--- src/rtl/ccv_pkg.sv ---
`default_nettype none
package ccv_pkg;

	localparam int SUM_W  = 64;
	localparam int ROOT_W = SUM_W / 2;

	localparam logic [2:0] REG_START_X = 3'd0;
	localparam logic [2:0] REG_START_Y = 3'd1;
	localparam logic [2:0] REG_START_Z = 3'd2;
	localparam logic [2:0] REG_END_X   = 3'd3;
	localparam logic [2:0] REG_END_Y   = 3'd4;
	localparam logic [2:0] REG_END_Z   = 3'd5;
	localparam logic [2:0] REG_LEAD    = 3'd6;
	localparam logic [2:0] REG_SPEED   = 3'd7;

endpackage
`default_nettype wire

--- src/rtl/ccv_isqrt.sv ---
`default_nettype none
module ccv_isqrt #(
	parameter int IW = ccv_pkg::SUM_W
) (
	input  wire logic              clk,
	input  wire logic              en,
	input  wire logic [IW-1:0]     rad,
	output logic      [IW/2-1:0]   root
);

	localparam int N = IW / 2;

	logic [IW-1:0] rem_q [N];
	logic [IW-1:0] acc_q [N];
	logic [IW-1:0] nin   [N];
	logic [IW-1:0] rin   [N];
	logic [IW-1:0] bitv  [N];
	logic [IW:0]   trial [N];
	logic          ge    [N];

	always_comb begin
		nin[0] = rad;
		rin[0] = '0;
		for (int k = 1; k < N; k++) begin
			nin[k] = rem_q[k-1];
			rin[k] = acc_q[k-1];
		end
		for (int k = 0; k < N; k++) begin
			bitv[k]  = IW'(1) << (IW - 2 - 2 * k);
			trial[k] = {1'b0, rin[k]} + {1'b0, bitv[k]};
			ge[k]    = ({1'b0, nin[k]} >= trial[k]);
		end
	end

	always_ff @(posedge clk) begin
		if (en) begin
			for (int k = 0; k < N; k++) begin
				if (ge[k]) begin
					rem_q[k] <= nin[k] - trial[k][IW-1:0];
					acc_q[k] <= (rin[k] >> 1) + bitv[k];
				end else begin
					rem_q[k] <= nin[k];
					acc_q[k] <= rin[k] >> 1;
				end
			end
		end
	end

	assign root = acc_q[N-1][N-1:0];

endmodule
`default_nettype wire

--- config.mk ---
export PLATFORM = sky130hd
export DESIGN_NAME = ccv_isqrt
export DESIGN_NICKNAME = d
export VERILOG_FILES = /design/src/rtl/ccv_pkg.sv /design/src/rtl/ccv_isqrt.sv
export SDC_FILE = /design/constraint.sdc
export NUM_CORES = 2
export LEC_CHECK = 0
export BUFFER_PORTS_ARGS = -buffer_cell sky130_fd_sc_hd__buf_2
export CORE_MARGIN = 4
export CORE_UTILIZATION = 35
export DETAILED_ROUTE_END_ITERATION = 6
export SLEW_MARGIN = 0
export SYNTH_ARGS = -nofsm -noshare
export SYNTH_HDL_FRONTEND = slang
export SYNTH_SLANG_ARGS = --single-unit
--- constraint.sdc ---
create_clock -name clk -period 4.8 [get_ports clk]
set_clock_uncertainty 0.15 [all_clocks]
set_input_delay 0.48 -clock clk [delete_from_list [all_inputs] [get_ports clk]]
set_output_delay 0.48 -clock clk [all_outputs]
set_load 0.005 [all_outputs]
==> run metrics <==
status complete, but fails checks; failing checks DRC; worst hold path type in -> reg; post-synthesis cell area between 0.1 and 0.15 mm2; Worst Reg-to-Reg Cells 13; Final Max Slew Viols 0; RSZ-0062 raised after global routing false; Non-Filler Instances 15057; P&R area growth vs syn 13.4%; Yosys cell types slightly below 90; I/O Pins 98; antenna violations before repair 10; # Max-Cap Violations 0; DRC errors left 7; worst-margin pin slew between 1 and 1.5 ns; crit share post-route 0.961; total power 0.0652 W; Hold Path End rem_q[0][12]; simple-gate share of the synthesized area 0.131; FFs w/ async S/R, synth 0; largest family of logic cells by synthesized area simple AND/OR/NAND/NOR gates; Setup CP Type reg -> reg; DRT antenna net count 0; WP data required about 5.3 ns; Setup crit start kind register; average wire per standard cell 21.4 um; r2r startpoint acc_q[1][346]; syn_nets about 11000; Buffers on Ports 97; Setup crit end kind register; Num CTS Buffers ~290; Max Clock Freq around 220 MHz; Fin. Hold Viols 0; max_slew headroom 0.146; CTS Sinks 2512; WL final between 300000 and 400000 um; mux contribution to synthesized area 0.00797; hold_sp rad[12]; Synth Register Bits about 2500; ys flop type edfxtp_1; final core utilization 0.399; Initial Util 0.352; Skew-Pair Late Insertion Delay 0.94 ns; CTS tree built; Via Count 80956; grt total ovfl 0; site row count around 220; Post-DP HPWL about 240000 um; total setup buffers inserted after CTS 0; total die area ~0.36 mm2; area taken by multi-input logic gates between 0.04 and 0.05 mm2; nets@finish between 10000 and 15000; Vias/cell 5.38; CP Launch Point acc_q[1][346]; clock root cell clkbuf_16; Reg area 0.0754 mm2; hold depth 2; setup slack, reg-to-reg roughly 0.19 ns; Pre-Repair DR Iteration Count 7; Yosys warnings 0; CTS Buffer Depth 4; routability cong. approximately 1; # setup viols final 0; post-route setup TNS 0 ns; Core ar. between 0.3 and 0.4 mm2; most frequent cells in the layout edfxtp_1, nand2_1, inv_1; Placed Cells around 14000; Die Height ~600 um; layout cells sized above 1 0.0805; Mean Syn Cell Area between 10 and 15 um2; xor/xnor cell area share of the yosys netlist 0.0644; Leakage 51.0 nW; CP arrival between 5 and 6 ns; gr usage total 0.174; commonest non-fill, non-tap cell in the layout edfxtp_1; minimum clock period about 4.6 ns; CTS H-tree lvls 5; VDD IR max roughly 0.43 mV; Max FO, Critical Path 10; Clock transition at path regs ~0.060 ns; die width approximately 600 um; PD cells approximately 470 mW/mm2; Synth Area in Compound Gates 0.0921; Synth Area in Adders 0.0571; EDFF count, synth 2512; fillcell total ~32000; RR Endpoint rem_q[1][436]; Syn Inst Count 9906; DR iter-0 viols roughly 8400; largest net degree at the start of global routing roughly 190; global-route wire length before repair 484000 um; Seq/Total Area, Yosys 0.617; vias in the first global route a little under 80000
worst max-delay path by stage:
stage | endpoint | depth (start not counted)
2_1_floorplan | acc_q[1][712] | 4
3_5_place_dp | rem_q[0][1010] | 10
5_1_grt | rem_q[1][436] | 13
4_1_cts | rem_q[1][949] | 13
3_3_place_gp | rem_q[0][1018] | 10
6_report | rem_q[1][436] | 13
through the flow:
step	area [um2]	hold slack [ns]	setup slack, ns
after floorplan	122000	0.267	0.332
after global placement	129000	0.280	0.253
after detailed placement	129000	0.280	0.317
after CTS	139000	0.0148	0.225
after global routing	139000	0.0695	0.00509
final	139000	0.112	0.189
critical path: stages, from the launching register on:
cell and delay [ns]:
edfxtp_1 0.40, inv_1 0.06, ha_1 0.32, a21o_1 0.21
a21oi_1 0.41, o21ai_0 0.42, o21ai_0 0.76, a21oi_1 0.17
nor2_1 0.29, o21ai_0 0.21, nor4_1 0.27, buf_4 0.23
nor4b_1 0.36, xor2_1 0.11
layout make-up:
class | count | share of cell area
Antenna cell | 2 | 0.0000361
Clock buffer | 332 | 0.0530
Clock inverter | 177 | 0.0125
Inverter | 691 | 0.0187
Multi-Input combinational cell | 6434 | 0.311
Sequential cell | 2512 | 0.544
Tap cell | 4578 | 0.0413
Timing Repair Buffer | 331 | 0.0185
cells by family (layout without fill, tap and decap cells):
logic type,Yosys count,count (layout)
compound gates,1816,1816
other cells,0,2
simple gates,3074,3074
buf+inv,960,1531
xor+xnor,898,898
fa+ha+maj,558,558
flops,2512,2512
mux,88,88
synth_stat cells (all sizes together) (22+ instances only):
library cell,number,area (um2)
a2111oi,33,303
a211oi,50,380
a21o,241,1810
a21oi,540,2700
a31oi,40,250
and2,28,175
and3,56,350
and4,22,193
buf,47,302
clkbuf,222,833
edfxtp,2512,75400
ha,558,6980
inv,691,2590
mux2,74,833
nand2,733,2750
nand2b,127,795
nand3,169,846
nand3b,29,218
nand4,173,1080
nand4b,35,307
nor2,584,2190
nor2b,64,400
nor3,295,1480
nor3b,25,188
nor4,392,2480
nor4b,60,526
o211ai,37,278
o21a,84,631
o21ai,515,2580
o21bai,55,413
o31ai,32,240
or2,54,338
or3,111,694
or4,85,638
xnor2,444,3890
xor2,454,3980
timing repair:
action,4_1_cts,5_1_grt
setup endpoints to repair,0,19
hold endpoints to repair,93,0
gates resized for setup,0,3
hold buffers,65,0
sequential cells by signal (all words and copies together) (netlist names):
signal / cells
acc_q: 528
rem_q: 1984
power by group:
group	switching (W)	total (W)	internal (W)
logic	0.00843	0.0140	0.00554
clock network	0.00908	0.0212	0.0121
registers	0.00228	0.0301	0.0278
per-layer routing:
metal | global-route usage | part of all wire | vias up
li1 | - | - | 37802
met1 | 0.249 | 0.45 | 39753
met2 | 0.267 | 0.44 | 2974
met3 | 0.0401 | 0.083 | 427
met4 | 0.0425 | 0.025 | 0
met5 | 0 | 0 | -
Power figures use the tool's default switching activity.
