===== src/rtl/ccv_muldiv.sv =====
`default_nettype none
module ccv_muldiv #(
	parameter int DW = 32,
	parameter int QW = 31
) (
	input  wire logic          clk,
	input  wire logic          en,
	input  wire logic [DW-1:0] num_hi,
	input  wire logic [QW-1:0] num_lo,
	input  wire logic [DW-1:0] den,
	output logic      [QW-1:0] quo
);

	logic [DW-1:0] rem_q [QW];
	logic [DW-1:0] den_q [QW];
	logic [QW-1:0] lo_q  [QW];
	logic [QW-1:0] quo_q [QW];
	logic [DW-1:0] rin   [QW];
	logic [DW-1:0] din   [QW];
	logic [QW-1:0] loin  [QW];
	logic [QW-1:0] qin   [QW];
	logic [DW:0]   trial [QW];
	logic          ge    [QW];

	always_comb begin
		rin[0]  = num_hi;
		din[0]  = den;
		loin[0] = num_lo;
		qin[0]  = '0;
		for (int k = 1; k < QW; k++) begin
			rin[k]  = rem_q[k-1];
			din[k]  = den_q[k-1];
			loin[k] = lo_q[k-1];
			qin[k]  = quo_q[k-1];
		end
		for (int k = 0; k < QW; k++) begin
			trial[k] = {rin[k], loin[k][QW-1-k]};
			ge[k]    = (trial[k] >= {1'b0, din[k]});
		end
	end

	always_ff @(posedge clk) begin
		if (en) begin
			for (int k = 0; k < QW; k++) begin
				rem_q[k] <= ge[k] ? DW'(trial[k] - {1'b0, din[k]}) : trial[k][DW-1:0];
				den_q[k] <= din[k];
				lo_q[k]  <= loin[k];
				quo_q[k] <= {qin[k][QW-2:0], ge[k]};
			end
		end
	end

	assign quo = quo_q[QW-1];

endmodule
`default_nettype wire


===== config.mk =====
export PLATFORM = sky130hd
export DESIGN_NAME = ccv_muldiv
export DESIGN_NICKNAME = d
export VERILOG_FILES = /design/src/rtl/ccv_muldiv.sv
export SDC_FILE = /design/constraint.sdc
export NUM_CORES = 2
export LEC_CHECK = 0
export BUFFER_PORTS_ARGS = -buffer_cell sky130_fd_sc_hd__buf_2
export CAP_MARGIN = 0
export CORE_MARGIN = 4
export CORE_UTILIZATION = 55
export DETAILED_ROUTE_END_ITERATION = 10
export PLACE_DENSITY = 0.71
export SLEW_MARGIN = 20
export SYNTH_ARGS = -nofsm -noshare
export SYNTH_HDL_FRONTEND = slang
export SYNTH_SLANG_ARGS = --single-unit

===== constraint.sdc =====
create_clock -name clk -period 3.4 [get_ports clk]
set_input_delay 0.17 -clock clk [delete_from_list [all_inputs] [get_ports clk]]
set_output_delay 0.17 -clock clk [all_outputs]
set_load 0.02 [all_outputs]

==> flow_metrics.env <==
export IMPL_netlist_instances=12368
export IMPL_core_um2=271000
export IMPL_numClockSinks=2881
export IMPL_place_congestion=0.939
export IMPL_synth_fa_ha_area_frac=0.0869
export IMPL_syn_nets=13487
export IMPL_dieArea_um2=281000
export IMPL_drv_slew=0
export IMPL_synth_area_um2=150000
export IMPL_synth_xor_area_frac=0.0463
export IMPL_seq_area_frac_synth=0.578
export IMPL_slew_headroom=0.396
export IMPL_ant_nets=0
export IMPL_cp_required_ps=4030
export IMPL_final_hold_viol_count=0
export IMPL_num_rows=191
export IMPL_antenna_found_initial=2
export IMPL_fin_nets=15172
export IMPL_post_route_drc_count=0
export IMPL_grt_overflow_total=0
export IMPL_dpl_worst_slack_ps=-457
export IMPL_yosysUniqueCellTypes=102
export IMPL_period_minus_slack_ps=3540
export IMPL_startpoint_type="flop"
export IMPL_yosys_warnings=0
export IMPL_worstMarginPinSlew_ps=905
export IMPL_cp_max_fo=6
export IMPL_violations="setup timing"
export IMPL_layoutNonFillerInstCount=17868
export IMPL_routed_wl_mm=377
export IMPL_cp_end_kind="flop"
export IMPL_synth_mux_area_frac=0.0391
export IMPL_clock_fmax_mhz=283
export IMPL_layout_drive_gt1_share=0.207
export IMPL_grt_pass1_wl_mm=570
export IMPL_r2r_start="rem_q[1][64]$_DFFE_PP_"
export IMPL_setup_viol=102
export IMPL_ff2ff_setup_slack_ps=-140
export IMPL_cts_buffer_depth=4
export IMPL_crit_type="flop to flop"
export IMPL_areaGrowthSynthToFinish_pct=20.9
export IMPL_start_util=0.553
export IMPL_synth_edf_count=2881
export IMPL_grt_pass1_vias=100792
export IMPL_synth_simple_area_share=0.0777
export IMPL_fp_dieH_um=530
export IMPL_routed_via_density=5.73
export IMPL_io_pins=128
export IMPL_die_w_um=530
export IMPL_synth_compound_area_frac=0.133
export IMPL_path_cells="ha_4 -> nor2b_4 -> o31a_1 -> o31a_1 -> o21a_2 -> o2111ai_2 -> buf_4 -> o211ai_1 -> a21o_1 -> a41oi_4 -> buf_8 -> buf_16 -> mux2_4"
export IMPL_hpwl_mm=274
export IMPL_cts_buffers=309
export IMPL_cts_tree="yes"
export IMPL_avgSynthCellArea_um2=12.1
export IMPL_synth_flop_cell="edfxtp_1"
export IMPL_grt_start_max_net_pins=108
export IMPL_cts_root_buf="clkbuf_16"
export IMPL_dp_cells=16922
export IMPL_htreeDepth=5
export IMPL_cp_common_cell="o31a_1"
export IMPL_p_leak_nw=74.9
export IMPL_io_buffers=127
export IMPL_skew_ps=42.6
export IMPL_grt_usage=0.258
export IMPL_via_count=102455
export IMPL_clkSlewWorstSetupHoldPaths_ps=60
export IMPL_p_per_area_nw_per_um2=996
export IMPL_clock_latency_ps=910
export IMPL_critPathMaxStageDelay_ps=490
export IMPL_startpoint="rem_q[1][64]$_DFFE_PP_"
export IMPL_wire_per_inst_um=21.1
export IMPL_crit_buf_inv=3
export IMPL_drt_iter0_markers=8349
export IMPL_rsz0062_at_grt="true"
export IMPL_placed_area_um2=163000
export IMPL_cp_slowest_cell="edfxtp_1"
export IMPL_fin_ws_ps=-136
export IMPL_r2r_end="rem_q[1][98]$_DFFE_PP_"
export IMPL_async_flop_share=0
export IMPL_worst_r2r_cell_count=13
export IMPL_outcome="finished, violations left"
export IMPL_ir_drop_mv=0.544
export IMPL_min_period_over_period=1.04
export IMPL_arrival_ps=4170
export IMPL_maxCapViolCount=0
export IMPL_postLayoutCellArea_um2=181000
export IMPL_hold_class="input pin to flop"
export IMPL_synth_seq_cells=2881
export IMPL_crit_end="rem_q[1][98]$_DFFE_PP_"
export IMPL_synth_top_family_by_area="compound AO/OA/AOI/OAI gates"
export IMPL_crit_family="compound AO/OA/AOI/OAI gates"
export IMPL_dr_pass1_iters=8
export IMPL_cp_num_cells=13
worst register-to-register path, delay by kind of cell (launching register included):
kind | cells | cell delay, ps
buffers and inverters | 3 | 530
multiplexers | 1 | 330
adder cells (fa/ha/maj) | 1 | 290
AND/OR/NAND/NOR | 1 | 120
AO/OA/AOI/OAI | 7 | 1480
flip-flops | 1 | 490
cell type report:
| type | instances | area, um2 |
|---|---|---|
| Tap cell | 3570 | 4470 |
| Antenna cell | 2 | 5.00 |
| Clock buffer | 356 | 7950 |
| Sequential cell | 2881 | 86500 |
| Fill cell | 19735 | 89700 |
| Clock inverter | 198 | 2280 |
| Inverter | 1260 | 4730 |
| Timing Repair Buffer | 1646 | 14300 |
| Multi-Input combinational cell | 7955 | 60800 |
metrics by stage:
stage	utilization	TNS, ps	hold WS [ps]	total power, mW
6_report	0.669	-6420	78.5	180
5_1_grt	0.669	-27720	40.3	191
4_1_cts	0.654	-6410	3.31	175
3_5_place_dp	0.602	-42580	348	136
3_3_place_gp	0.602	-29210	346	135
2_1_floorplan	-	0	269	109
layer usage:
metal | routed length (um) | GRT usage | vias to the layer above
li1 | - | - | 49071
met5 | 0 | 0 | -
met1 | 160000 | 0.340 | 49743
met2 | 187000 | 0.447 | 2849
met3 | 16200 | 0.0258 | 792
met4 | 14000 | 0.0893 | 0
timing repair:
action                                  4_1_cts  5_1_grt
hold buffers                                150        0
setup buffers                                76      141
cloned                                       18       20
resized for setup                           262      608
endpoints found under the hold margin       121        0
endpoints found under the setup margin      467      847
pin swaps                                    87      211
Yosys cell counts, types with 23 or more instances:
library cell / instances / area, um2
or3_1: 30 / 188
ha_1: 992 / 12400
o21a_1: 129 / 968
nor4_1: 40 / 250
a211o_1: 35 / 307
o21ai_0: 757 / 3790
fa_1: 30 / 601
a21o_1: 522 / 3920
o31ai_1: 54 / 405
and2_1: 48 / 300
edfxtp_1: 2881 / 86500
a21boi_0: 27 / 203
nor2b_1: 139 / 870
and3_1: 104 / 651
a21oi_1: 932 / 4660
o21ai_1: 26 / 130
nand4_1: 135 / 845
nor3_1: 141 / 706
o211ai_1: 55 / 413
buf_2: 65 / 325
inv_1: 1259 / 4730
a211oi_1: 78 / 586
nand2b_1: 107 / 669
clkbuf_1: 173 / 649
xor2_1: 319 / 2790
xnor2_1: 472 / 4130
a31oi_1: 126 / 788
o21bai_1: 121 / 908
mux2i_1: 47 / 470
nand3_1: 195 / 976
o31a_1: 36 / 315
nor2_1: 520 / 1950
or2_2: 28 / 175
mux2_2: 475 / 5350
nand2_1: 887 / 3330
a41oi_1: 23 / 201
placed cells by master, fill, tap and decap left out, drive strengths merged, types with 80 or more instances in the layout:
cell type,instances
clkinv,127
clkbuf,376
nand2,887
a211oi,80
o21ai,788
nor2,520
xor2,319
dlygate4sd3,150
a21oi,933
ha,992
edfxtp,2881
mux2,478
nand2b,107
and3,104
inv,1280
xnor2,472
o21a,129
nor3,141
buf,1475
o21bai,121
nor2b,140
nand4,135
nand3,195
a31oi,129
a21o,522
where the power goes:
group / internal [mW] / switching, mW / leakage, nW
clock network: 19.7 / 14.2 / 4.95
registers: 51.6 / 6.11 / 28.2
logic: 43.3 / 45.5 / 41.8
kinds of logic after synthesis:
kind of cell	Yosys count
adders and majority gates	1022
and+or+nand+nor	2461
buffers and inverters	1532
AOI/OAI and AO/OA	3156
xor gates and xnor gates	791
muxes	525
DFF	2881
registers in the layout, summed over array words and instances, names as in the netlist:
register  cells
rem_q       960
den_q       960
lo_q        465
quo_q       496
how the worst min path moves through the flow:
| stage | from | slack, ps | end | depth (start not counted) |
|---|---|---|---|---|
| final | den[16] | 80 | den_q[0][16]$_DFFE_PP_ | 2 |
| after detailed placement | num_lo[16] | 350 | lo_q[0][16]$_DFFE_PP_ | 1 |
| after global routing | den[16] | 40 | den_q[0][16]$_DFFE_PP_ | 2 |
| after CTS | den[21] | 3 | den_q[0][21]$_DFFE_PP_ | 2 |
| after floorplan | den[0] | 270 | den_q[0][0]$_DFFE_PP_ | 0 |
| after global placement | num_lo[9] | 350 | lo_q[0][9]$_DFFE_PP_ | 1 |
Note: power is estimated with default switching activity, not from simulation.
